[src/hw/rtl/ece_pkg.sv]
// ----------------------------------------------------------------------------
// ece_pkg: shared types for the easing curve evaluator
// Curve selector codes, the decoded curve kind and order, and the decoder.
// ----------------------------------------------------------------------------
package ece_pkg;

    localparam int CMD_W  = 4;
    localparam int TIME_W = 16;

    // Curve selector codes as they arrive on the input channel
    localparam logic [CMD_W-1:0] CMD_QUAD_IN     = 4'd0;
    localparam logic [CMD_W-1:0] CMD_QUAD_OUT    = 4'd1;
    localparam logic [CMD_W-1:0] CMD_QUAD_BOTH   = 4'd2;
    localparam logic [CMD_W-1:0] CMD_CUBIC_IN    = 4'd3;
    localparam logic [CMD_W-1:0] CMD_CUBIC_OUT   = 4'd4;
    localparam logic [CMD_W-1:0] CMD_CUBIC_BOTH  = 4'd5;
    localparam logic [CMD_W-1:0] CMD_QUART_IN    = 4'd6;
    localparam logic [CMD_W-1:0] CMD_QUART_OUT   = 4'd7;
    localparam logic [CMD_W-1:0] CMD_QUART_BOTH  = 4'd8;

    // Shape of the curve; KIND_OFF yields a zero curve
    typedef enum logic [1:0] {
        KIND_IN   = 2'd0,
        KIND_OUT  = 2'd1,
        KIND_BOTH = 2'd2,
        KIND_OFF  = 2'd3
    } ease_kind_t;

    // Polynomial order: square, cube, fourth power
    typedef enum logic [1:0] {
        ORDER_QUAD  = 2'd0,
        ORDER_CUBIC = 2'd1,
        ORDER_QUART = 2'd2
    } ease_order_t;

    typedef struct packed {
        ease_kind_t  kind;
        ease_order_t order;
    } ease_sel_t;

    // Split a selector code into kind and order
    function automatic ease_sel_t decode_cmd(logic [CMD_W-1:0] cmd);
        ease_sel_t sel;
        sel.kind  = KIND_OFF;
        sel.order = ORDER_QUAD;
        case (cmd)
            CMD_QUAD_IN:    begin sel.kind = KIND_IN;   sel.order = ORDER_QUAD;  end
            CMD_QUAD_OUT:   begin sel.kind = KIND_OUT;  sel.order = ORDER_QUAD;  end
            CMD_QUAD_BOTH:  begin sel.kind = KIND_BOTH; sel.order = ORDER_QUAD;  end
            CMD_CUBIC_IN:   begin sel.kind = KIND_IN;   sel.order = ORDER_CUBIC; end
            CMD_CUBIC_OUT:  begin sel.kind = KIND_OUT;  sel.order = ORDER_CUBIC; end
            CMD_CUBIC_BOTH: begin sel.kind = KIND_BOTH; sel.order = ORDER_CUBIC; end
            CMD_QUART_IN:   begin sel.kind = KIND_IN;   sel.order = ORDER_QUART; end
            CMD_QUART_OUT:  begin sel.kind = KIND_OUT;  sel.order = ORDER_QUART; end
            CMD_QUART_BOTH: begin sel.kind = KIND_BOTH; sel.order = ORDER_QUART; end
            default:        begin sel.kind = KIND_OFF;  sel.order = ORDER_QUAD;  end
        endcase
        return sel;
    endfunction

endpackage

[src/hw/rtl/ece_div.sv]
// ----------------------------------------------------------------------------
// ece_div: pipelined fraction divider
// Forms u = min(elapsed, duration) * 2^FRAC_BITS / duration, one quotient
// bit per stage, restoring compare and subtract.
// ----------------------------------------------------------------------------
module ece_div
    import ece_pkg::*;
#(
    parameter int FRAC_BITS = 16,
    parameter int SIDE_W    = 32
)
(
    input  logic                  clk,
    input  logic                  rst_n,
    input  logic                  in_valid,
    output logic                  in_ready,
    input  ease_sel_t             in_sel,
    input  logic [TIME_W-1:0]     in_elapsed,
    input  logic [TIME_W-1:0]     in_duration,
    input  logic [SIDE_W-1:0]     in_side,
    output logic                  out_valid,
    input  logic                  out_ready,
    output ease_sel_t             out_sel,
    output logic [FRAC_BITS:0]    out_u,
    output logic [SIDE_W-1:0]     out_side
);

    localparam int LAST = FRAC_BITS;
    localparam logic [FRAC_BITS:0] ONE = (FRAC_BITS+1)'(1) << FRAC_BITS;

    logic                 vld_reg  [0:LAST];
    logic                 adv      [0:LAST];
    ease_sel_t            sel_reg  [0:LAST];
    logic [SIDE_W-1:0]    side_reg [0:LAST];
    logic                 sat_reg  [0:LAST];
    logic [TIME_W-1:0]    rem_reg  [0:LAST];
    logic [TIME_W-1:0]    dvs_reg  [0:LAST];
    logic [FRAC_BITS-1:0] quo_reg  [0:LAST];

    logic sat_next;

    // Advance a stage when it is empty or the next one advances
    genvar gi;
    generate
        for (gi = 0; gi < LAST; gi++) begin : g_adv
            assign adv[gi] = !vld_reg[gi] || adv[gi+1];
        end
    endgenerate
    assign adv[LAST] = !vld_reg[LAST] || out_ready;

    // Fraction is one when the tween is over or has no length
    assign sat_next = (in_duration == '0) || (in_elapsed >= in_duration);

    // Entry stage: capture operands
    always_ff @(posedge clk or negedge rst_n)
    begin
        if (!rst_n)
        begin
            vld_reg[0] <= 1'b0;
        end
        else if (adv[0])
        begin
            vld_reg[0] <= in_valid;
        end
    end

    always_ff @(posedge clk)
    begin
        if (adv[0])
        begin
            sel_reg[0]  <= in_sel;
            side_reg[0] <= in_side;
            sat_reg[0]  <= sat_next;
            rem_reg[0]  <= in_elapsed;
            dvs_reg[0]  <= in_duration;
            quo_reg[0]  <= '0;
        end
    end

    // Quotient stages: one bit each, most significant first
    generate
        for (gi = 1; gi <= LAST; gi++) begin : g_step
            logic [TIME_W:0]      dbl;
            logic [TIME_W:0]      dif;
            logic                 ge;
            logic [TIME_W-1:0]    rem_next;
            logic [FRAC_BITS-1:0] quo_next;

            always_comb
            begin
                dbl      = {rem_reg[gi-1], 1'b0};
                dif      = dbl - {1'b0, dvs_reg[gi-1]};
                ge       = (dbl >= {1'b0, dvs_reg[gi-1]});
                rem_next = ge ? dif[TIME_W-1:0] : dbl[TIME_W-1:0];
                quo_next = {quo_reg[gi-1][FRAC_BITS-2:0], ge};
            end

            always_ff @(posedge clk or negedge rst_n)
            begin
                if (!rst_n)
                begin
                    vld_reg[gi] <= 1'b0;
                end
                else if (adv[gi])
                begin
                    vld_reg[gi] <= vld_reg[gi-1];
                end
            end

            always_ff @(posedge clk)
            begin
                if (adv[gi])
                begin
                    sel_reg[gi]  <= sel_reg[gi-1];
                    side_reg[gi] <= side_reg[gi-1];
                    sat_reg[gi]  <= sat_reg[gi-1];
                    rem_reg[gi]  <= rem_next;
                    dvs_reg[gi]  <= dvs_reg[gi-1];
                    quo_reg[gi]  <= quo_next;
                end
            end
        end
    endgenerate

    assign in_ready  = adv[0];
    assign out_valid = vld_reg[LAST];
    assign out_sel   = sel_reg[LAST];
    assign out_side  = side_reg[LAST];
    assign out_u     = sat_reg[LAST] ? ONE : {1'b0, quo_reg[LAST]};

endmodule

[src/hw/rtl/ece_curve.sv]
// ----------------------------------------------------------------------------
// ece_curve: easing curve shaper
// Mirrors the fraction as the curve needs, raises it to the second, third
// and fourth power one multiply per stage, then scales and clamps.
// ----------------------------------------------------------------------------
module ece_curve
    import ece_pkg::*;
#(
    parameter int FRAC_BITS = 16,
    parameter int SIDE_W    = 32
)
(
    input  logic               clk,
    input  logic               rst_n,
    input  logic               in_valid,
    output logic               in_ready,
    input  ease_sel_t          in_sel,
    input  logic [FRAC_BITS:0] in_u,
    input  logic [SIDE_W-1:0]  in_side,
    output logic               out_valid,
    input  logic               out_ready,
    output logic [FRAC_BITS:0] out_c,
    output logic [SIDE_W-1:0]  out_side
);

    localparam int NSTG  = 5;
    localparam int QW    = FRAC_BITS + 1;
    localparam int SW    = FRAC_BITS + 4;
    localparam logic [QW-1:0] ONE  = QW'(1) << FRAC_BITS;
    localparam logic [QW-1:0] HALF = QW'(1) << (FRAC_BITS - 1);
    localparam logic [SW-1:0] ONE_S = SW'(1) << FRAC_BITS;

    // Rounded fixed-point product of two fractions in [0, ONE]
    function automatic logic [QW-1:0] qmul(logic [QW-1:0] a, logic [QW-1:0] b);
        logic [2*QW-1:0] prod;
        prod = a * b + ((2*QW)'(1) << (FRAC_BITS - 1));
        return prod[FRAC_BITS +: QW];
    endfunction

    logic vld_reg [0:NSTG-1];
    logic adv     [0:NSTG-1];

    // Advance a stage when it is empty or the next one advances
    genvar gi;
    generate
        for (gi = 0; gi < NSTG - 1; gi++) begin : g_adv
            assign adv[gi] = !vld_reg[gi] || adv[gi+1];
        end
    endgenerate
    assign adv[NSTG-1] = !vld_reg[NSTG-1] || out_ready;

    // Valid bits travel with the data
    always_ff @(posedge clk or negedge rst_n)
    begin
        if (!rst_n)
        begin
            for (int i = 0; i < NSTG; i++)
            begin
                vld_reg[i] <= 1'b0;
            end
        end
        else
        begin
            if (adv[0])
            begin
                vld_reg[0] <= in_valid;
            end
            for (int i = 1; i < NSTG; i++)
            begin
                if (adv[i])
                begin
                    vld_reg[i] <= vld_reg[i-1];
                end
            end
        end
    end

    // Stage 0: pick the base x = u or ONE - u
    ease_sel_t         sel0_reg, sel1_reg, sel2_reg, sel3_reg;
    logic              low0_reg, low1_reg, low2_reg, low3_reg;
    logic [SIDE_W-1:0] side0_reg, side1_reg, side2_reg, side3_reg, side4_reg;
    logic [QW-1:0]     x0_reg, x1_reg, x2_reg;
    logic [QW-1:0]     p2_1_reg, p2_2_reg, p3_2_reg, p_3_reg;
    logic [QW-1:0]     c4_reg;

    logic              low_next;
    logic              mirror_next;
    logic [QW-1:0]     x_next;

    always_comb
    begin
        low_next    = (in_u < HALF);
        mirror_next = (in_sel.kind == KIND_OUT) || ((in_sel.kind == KIND_BOTH) && !low_next);
        x_next      = mirror_next ? (ONE - in_u) : in_u;
    end

    always_ff @(posedge clk)
    begin
        if (adv[0])
        begin
            sel0_reg  <= in_sel;
            low0_reg  <= low_next;
            side0_reg <= in_side;
            x0_reg    <= x_next;
        end
    end

    // Stage 1: square
    always_ff @(posedge clk)
    begin
        if (adv[1])
        begin
            sel1_reg  <= sel0_reg;
            low1_reg  <= low0_reg;
            side1_reg <= side0_reg;
            x1_reg    <= x0_reg;
            p2_1_reg  <= qmul(x0_reg, x0_reg);
        end
    end

    // Stage 2: cube
    always_ff @(posedge clk)
    begin
        if (adv[2])
        begin
            sel2_reg  <= sel1_reg;
            low2_reg  <= low1_reg;
            side2_reg <= side1_reg;
            x2_reg    <= x1_reg;
            p2_2_reg  <= p2_1_reg;
            p3_2_reg  <= qmul(p2_1_reg, x1_reg);
        end
    end

    // Stage 3: fourth power and select by order
    logic [QW-1:0] p_next;

    always_comb
    begin
        case (sel2_reg.order)
            ORDER_QUAD:  p_next = p2_2_reg;
            ORDER_CUBIC: p_next = p3_2_reg;
            ORDER_QUART: p_next = qmul(p3_2_reg, x2_reg);
            default:     p_next = p2_2_reg;
        endcase
    end

    always_ff @(posedge clk)
    begin
        if (adv[3])
        begin
            sel3_reg  <= sel2_reg;
            low3_reg  <= low2_reg;
            side3_reg <= side2_reg;
            p_3_reg   <= p_next;
        end
    end

    // Stage 4: shape and clamp to [0, ONE]
    logic [SW-1:0] scaled;
    logic [QW-1:0] c_next;

    always_comb
    begin
        case (sel3_reg.order)
            ORDER_QUAD:  scaled = SW'(p_3_reg) << 1;
            ORDER_CUBIC: scaled = SW'(p_3_reg) << 2;
            ORDER_QUART: scaled = SW'(p_3_reg) << 3;
            default:     scaled = SW'(p_3_reg) << 1;
        endcase
        case (sel3_reg.kind)
            KIND_IN:  c_next = p_3_reg;
            KIND_OUT: c_next = ONE - p_3_reg;
            KIND_BOTH:
            begin
                if (low3_reg)
                begin
                    c_next = (scaled > ONE_S) ? ONE : scaled[QW-1:0];
                end
                else
                begin
                    c_next = (scaled >= ONE_S) ? '0 : QW'(ONE_S - scaled);
                end
            end
            default:  c_next = '0;
        endcase
    end

    always_ff @(posedge clk)
    begin
        if (adv[4])
        begin
            side4_reg <= side3_reg;
            c4_reg    <= c_next;
        end
    end

    assign in_ready  = adv[0];
    assign out_valid = vld_reg[NSTG-1];
    assign out_c     = c4_reg;
    assign out_side  = side4_reg;

endmodule

[src/hw/rtl/ece_scale.sv]
// ----------------------------------------------------------------------------
// ece_scale: output scaling
// Multiplies change by the curve value, rounds to nearest and adds the
// start value; the last stage is the output register.
// ----------------------------------------------------------------------------
module ece_scale
#(
    parameter int VALUE_WIDTH = 16,
    parameter int FRAC_BITS   = 16
)
(
    input  logic                          clk,
    input  logic                          rst_n,
    input  logic                          in_valid,
    output logic                          in_ready,
    input  logic [FRAC_BITS:0]            in_c,
    input  logic signed [VALUE_WIDTH-1:0] in_start,
    input  logic signed [VALUE_WIDTH-1:0] in_change,
    output logic                          out_valid,
    input  logic                          out_ready,
    output logic signed [VALUE_WIDTH:0]   out_value
);

    localparam int PW = VALUE_WIDTH + FRAC_BITS + 2;
    localparam logic signed [PW-1:0] HALF_P = PW'(1) << (FRAC_BITS - 1);

    logic                          vld0_reg, vld1_reg;
    logic                          adv0, adv1;
    logic signed [PW-1:0]          prod_reg;
    logic signed [VALUE_WIDTH-1:0] start_reg;
    logic signed [VALUE_WIDTH:0]   value_reg;

    logic signed [PW-1:0]          prod_next;
    logic signed [PW-1:0]          rnd;
    logic signed [PW-1:0]          quo;
    logic signed [VALUE_WIDTH:0]   value_next;

    assign adv1 = !vld1_reg || out_ready;
    assign adv0 = !vld0_reg || adv1;

    always_ff @(posedge clk or negedge rst_n)
    begin
        if (!rst_n)
        begin
            vld0_reg <= 1'b0;
            vld1_reg <= 1'b0;
        end
        else
        begin
            if (adv0)
            begin
                vld0_reg <= in_valid;
            end
            if (adv1)
            begin
                vld1_reg <= vld0_reg;
            end
        end
    end

    // Stage 0: signed product change * c
    assign prod_next = PW'(in_change) * $signed({1'b0, in_c});

    always_ff @(posedge clk)
    begin
        if (adv0)
        begin
            prod_reg  <= prod_next;
            start_reg <= in_start;
        end
    end

    // Stage 1: round half up, drop fraction bits, add start
    always_comb
    begin
        rnd        = prod_reg + HALF_P;
        quo        = rnd >>> FRAC_BITS;
        value_next = (VALUE_WIDTH+1)'(start_reg) + quo[VALUE_WIDTH:0];
    end

    always_ff @(posedge clk)
    begin
        if (adv1)
        begin
            value_reg <= value_next;
        end
    end

    assign in_ready  = adv0;
    assign out_valid = vld1_reg;
    assign out_value = value_reg;

endmodule

[src/hw/rtl/easing_curve_evaluator.sv]
// ----------------------------------------------------------------------------
// easing_curve_evaluator: polynomial easing curve evaluator
// Quadratic, cubic and quartic ease-in, ease-out and ease-both curves,
// one eased value per item.
// ----------------------------------------------------------------------------
//  channel  direction  payload
//  s_axis   in         tuser: cmd; tdata: elapsed, start_value, change, duration
//  m_axis   out        tdata: eased_value
//
//  One item per cycle sustained while m_axis_tready stays high. There are
//  FRAC_BITS + 1 divider stages (an entry stage, then one quotient bit per
//  stage), five curve stages and two scaling stages, output register last.
//  Reset clears only the valid bits; the pipeline starts empty.
//  A stall on m_axis holds the output; earlier stages keep filling bubbles
//  and s_axis_tready falls only when every stage holds an item.
// ----------------------------------------------------------------------------
module easing_curve_evaluator
    import ece_pkg::*;
#(
    parameter int VALUE_WIDTH = 16,
    parameter int FRAC_BITS   = 16
)
(
    input  logic                    clk,
    input  logic                    rst_n,
    input  logic                    s_axis_tvalid,
    output logic                    s_axis_tready,
    // cmd [3:0]
    input  logic [CMD_W-1:0]        s_axis_tuser,
    // elapsed, start_value, change, duration, zero fill
    input  logic [((2*TIME_W+2*VALUE_WIDTH+7)/8)*8-1:0] s_axis_tdata,
    output logic                    m_axis_tvalid,
    input  logic                    m_axis_tready,
    // eased_value, zero fill
    output logic [((VALUE_WIDTH+8)/8)*8-1:0] m_axis_tdata
);

    localparam int SIDE_W      = 2 * VALUE_WIDTH;
    localparam int OUT_TDATA_W = ((VALUE_WIDTH + 8) / 8) * 8;
    localparam int START_LO    = TIME_W;
    localparam int CHANGE_LO   = TIME_W + VALUE_WIDTH;
    localparam int DUR_LO      = TIME_W + 2 * VALUE_WIDTH;

    logic [TIME_W-1:0]             elapsed;
    logic [TIME_W-1:0]             duration;
    logic [VALUE_WIDTH-1:0]        start_value;
    logic [VALUE_WIDTH-1:0]        change;
    ease_sel_t                     sel;

    logic                          div_valid, div_ready;
    ease_sel_t                     div_sel;
    logic [FRAC_BITS:0]            div_u;
    logic [SIDE_W-1:0]             div_side;

    logic                          crv_valid, crv_ready;
    logic [FRAC_BITS:0]            crv_c;
    logic [SIDE_W-1:0]             crv_side;

    logic signed [VALUE_WIDTH:0]   eased_value;

    // Unpack the input item
    assign elapsed     = s_axis_tdata[TIME_W-1:0];
    assign start_value = s_axis_tdata[START_LO +: VALUE_WIDTH];
    assign change      = s_axis_tdata[CHANGE_LO +: VALUE_WIDTH];
    assign duration    = s_axis_tdata[DUR_LO +: TIME_W];
    assign sel         = decode_cmd(s_axis_tuser);

    ece_div #(
        .FRAC_BITS (FRAC_BITS),
        .SIDE_W    (SIDE_W)
    ) u_div (
        .clk         (clk),
        .rst_n       (rst_n),
        .in_valid    (s_axis_tvalid),
        .in_ready    (s_axis_tready),
        .in_sel      (sel),
        .in_elapsed  (elapsed),
        .in_duration (duration),
        .in_side     ({change, start_value}),
        .out_valid   (div_valid),
        .out_ready   (div_ready),
        .out_sel     (div_sel),
        .out_u       (div_u),
        .out_side    (div_side)
    );

    ece_curve #(
        .FRAC_BITS (FRAC_BITS),
        .SIDE_W    (SIDE_W)
    ) u_curve (
        .clk       (clk),
        .rst_n     (rst_n),
        .in_valid  (div_valid),
        .in_ready  (div_ready),
        .in_sel    (div_sel),
        .in_u      (div_u),
        .in_side   (div_side),
        .out_valid (crv_valid),
        .out_ready (crv_ready),
        .out_c     (crv_c),
        .out_side  (crv_side)
    );

    ece_scale #(
        .VALUE_WIDTH (VALUE_WIDTH),
        .FRAC_BITS   (FRAC_BITS)
    ) u_scale (
        .clk       (clk),
        .rst_n     (rst_n),
        .in_valid  (crv_valid),
        .in_ready  (crv_ready),
        .in_c      (crv_c),
        .in_start  (crv_side[VALUE_WIDTH-1:0]),
        .in_change (crv_side[SIDE_W-1:VALUE_WIDTH]),
        .out_valid (m_axis_tvalid),
        .out_ready (m_axis_tready),
        .out_value (eased_value)
    );

    // Pack the result item
    assign m_axis_tdata = OUT_TDATA_W'(unsigned'(eased_value));

endmodule

[config.mk]
export PLATFORM = sky130hd
export DESIGN_NAME = easing_curve_evaluator
export DESIGN_NICKNAME = d
export VERILOG_FILES = /design/src/hw/rtl/ece_pkg.sv /design/src/hw/rtl/ece_div.sv /design/src/hw/rtl/ece_curve.sv /design/src/hw/rtl/ece_scale.sv /design/src/hw/rtl/easing_curve_evaluator.sv
export SDC_FILE = /design/constraint.sdc
export NUM_CORES = 2
export LEC_CHECK = 0
export ABC_AREA = 0
export BUFFER_PORTS_ARGS = -buffer_cell sky130_fd_sc_hd__buf_2
export CORE_MARGIN = 10
export CORE_UTILIZATION = 58
export DETAILED_ROUTE_END_ITERATION = 16
export PLACE_DENSITY = 0.75
export SLEW_MARGIN = 0
export SYNTH_ARGS = -nofsm -noshare
export SYNTH_HDL_FRONTEND = slang
export SYNTH_SLANG_ARGS = --single-unit
export TNS_END_PERCENT = 1
[constraint.sdc]
create_clock -name clk -period 8.76 [get_ports clk]
set_input_delay 0.438 -clock clk [delete_from_list [all_inputs] [get_ports clk]]
set_output_delay 0.438 -clock clk [all_outputs]
set_load 0.02 [all_outputs]
==> impl_metrics.yaml <==
synthesis:
  yosys.area.top_type: "edfxtp_1"
  syn-cell-area_mm2: 0.102
  synth_cell_types: 91
  ys_seq_elements: 1668
  syn_inst: 8208
  seq_area_frac_synth: 0.488
  synth_top_area_share: 0.482
  synth_warnings: 0
  synth_edf_count: 1644
  synthTopCellsByArea: "edfxtp_1 48%, fa_1 17%, ha_1 9.1%"
  synthArstFlopShare: 0.0144
  synth.avg_cell_area_um2: 12.5
  synthFlopType: "edfxtp_1"
floorplan:
  dieArea_mm2: 0.194
  die_w_um: 440
  initial_core_util: 0.582
  coreArea_mm2: 0.176
  die_height_um: 440
  ios: 98
  rows: 154
grt:
  grt_pass1_wl_um: 326000
  grt_start_max_net_pins: 77
  first_global_vias: 63000
  antenna_found_initial: 0
  overflow: 0
  grtUsageTotal: 0.209
layout:
  syn_to_final_growth_pct: 8.97
  drive_gt1_frac: 0.0664
  stdcell_area_mm2: 0.112
  layout_commonest_cell: "edfxtp_1"
  finalNetCount: 10100
  layout_common_cells: "1644 x edfxtp_1, 1453 x inv_1, 862 x fa_1"
  largest_register_ffs: 544
clock_network:
  clock_sinks: 1668
  clk-insertion-delay-late_ns: 0.80
  clk_pin_slew_ns: 0.06
  root_buffer: "clkbuf_16"
  cts_buffer_depth: 3
  cts_buffers: 164
  cts_tree: "built"
  cts_resized: 0
  h-tree-depth: 4
placement:
  port_buffers: 90
  dpl.hpwl_um: 146000
  gp_congestion: 0.898
  placedInstanceArea_mm2: 0.105
sta:
  slew_violations: 0
  relSlewSlack: 0.128
  finalSetupViolations: 0
  min_period_ns: 7.19
  final.setup.tns_ns: 0
  fin_worst_skew_ns: 0.0522
  max_freq_ghz: 0.139
  period_share: 0.820
  hold_viol_final: 0
  tightest_slew_ns: 1.31
  rsz0062_at_grt: "no"
routing:
  vias: 59300
  wl_um: 200000
  drt-pass1-iter-count: 6
  drtAntennaViolNets: 0
  drt-wirelength-per-cell_um: 18.4
  drc: 0
  viasPerCell: 5.46
  first_iter_violations: 3582
run:
  cap_viol_max_count: 0
worst_setup_path:
  crit_top_cell: "fa_1"
  path_max_fanout: 17
  cp-end-kind: "register"
  arrival_ns: 7.69
  cpLargestDelayFamily: "adder cells"
  worst-setup-path-type: "register to register"
  crit_buf_inv: 3
  cp_slowest_cell: "a2111oi_0"
  start_kind: "register"
  crit_chain: "inv_1, nor2_1, fa_1, inv_1, fa_1, fa_1, fa_1, fa_1, fa_1, inv_1, ha_1, a2111oi_0, o21ai_0, o21ai_1, o22ai_1, o21ai_1, a21oi_1, a21oi_1, xnor2_1"
  worst_path_largest_cell_delay_ns: 0.89
  critPathRequiredTime_ns: 9.26
worst_hold_path:
  hp-class: "primary input to register"
outcome:
  status: "finished, final reports clean"
==> worst min-delay path: cells and delay by family <==
family,cells,cell delay [ns]
adder cells (fa/ha/maj),1,0.15
AND/OR/NAND/NOR,1,0.08
multiplexers,1,0.07
buffers and inverters,1,0.10
==> cell usage after synthesis (10+ instances only) <==
master        n
a31oi_1      19
nor3_1       88
a221o_1      12
or3_1        42
buf_2        15
xnor2_1     202
a221oi_1     14
nand3_1      89
nand2b_1     73
o31ai_1      26
and2_1      454
and4_1       10
dfrtp_1      24
buf_4        13
nand2_1     687
and3_1       27
edfxtp_1   1644
a21oi_1     245
o21ai_1      22
xor2_1       93
o41ai_1      18
o211ai_1     18
o21a_1       54
nor4_1       16
inv_1      1460
a211oi_1     31
nand4_1      53
clkbuf_1    166
mux2i_1      18
a2111oi_0    10
fa_1        862
nor2b_1      66
o21ai_0     160
a21boi_0     26
a21o_1       65
o22ai_1      11
ha_1        749
nor2_1      326
mux2_2      121
or2_2        22
o21bai_1     13
==> layout make-up <==
class | count | area (µm²)
Antenna cell | 1 | 2.50
Clock buffer | 213 | 4420
Clock inverter | 84 | 1130
Fill cell | 12800 | 64300
Inverter | 1461 | 5490
Multi-Input combinational cell | 4887 | 46300
Sequential cell | 1668 | 50000
Tap cell | 2340 | 2930
Timing Repair Buffer | 192 | 1390
==> final timing paths <==
kind                                                 startpoint                                end  slack [ns]  cells after the start
max in group asynchronous                                 rst_n      u_div.vld_reg[12]$_DFFE_PN0P_        8.12                      2
worst min register to register  u_div.quo_reg[0][161]$_DFFE_PP_    u_div.quo_reg[0][178]$_DFFE_PP_        0.40                      0
worst max-delay path               u_curve.x0_reg[14]$_DFFE_PP_     u_curve.p2_1_reg[16]$_DFFE_PP_        1.57                     19
min in group asynchronous                                 rst_n        u_div.out_valid$_DFFE_PN0P_        0.21                      2
worst min-delay path                            s_axis_tuser[0]  u_div.sel_reg[0][0]$_SDFFCE_PP0P_        0.16                      4
worst max register to register     u_curve.x0_reg[14]$_DFFE_PP_     u_curve.p2_1_reg[16]$_DFFE_PP_        1.57                     19
==> timing repair <==
item                      4_1_cts  5_1_grt
hold endpoints to repair       93        0
setup buffers                   0        0
hold buffers                   70        0
==> metrics by stage <==
step | utilization | hold WS [ns] | cells | setup WS, ns
global route | 0.634 | 0.161 | 10800 | 1.25
global placement | 0.599 | 0.400 | 10500 | 1.78
finish | 0.634 | 0.155 | 10800 | 1.57
detailed placement | 0.599 | 0.405 | 10500 | 1.69
floorplan | - | 0.142 | 8214 | 0.893
CTS | 0.634 | 0.0752 | 10800 | 1.69
==> per-layer routing <==
metal / GRT usage / share of wire / vias up / wire [µm]
met5: 0 / 0 / - / 0
met4: 0.0793 / 0.037 / 0 / 7360
met3: 0.0268 / 0.044 / 428 / 8690
met2: 0.369 / 0.51 / 1555 / 102000
met1: 0.262 / 0.41 / 29500 / 81300
li1: - / - / 27700 / -
==> logic make-up (layout without fill, tap and decap cells) <==
kind of cell               Yosys count  after routing  synth area share
and+or+nand+nor                   1989           1989            0.0955
buffers and inverters             1659           1950            0.0616
other                                1              8         0.0000366
muxes                              146            146            0.0161
AOI/OAI and AO/OA                  839            839            0.0537
DFF                               1668           1668             0.488
xor gates and xnor gates           295            295            0.0252
adders and majority gates         1611           1611             0.260
Power is left out: the tool's default activity adds up to more than one toggle a clock period on the data nets, which glitch-free logic cannot reach.
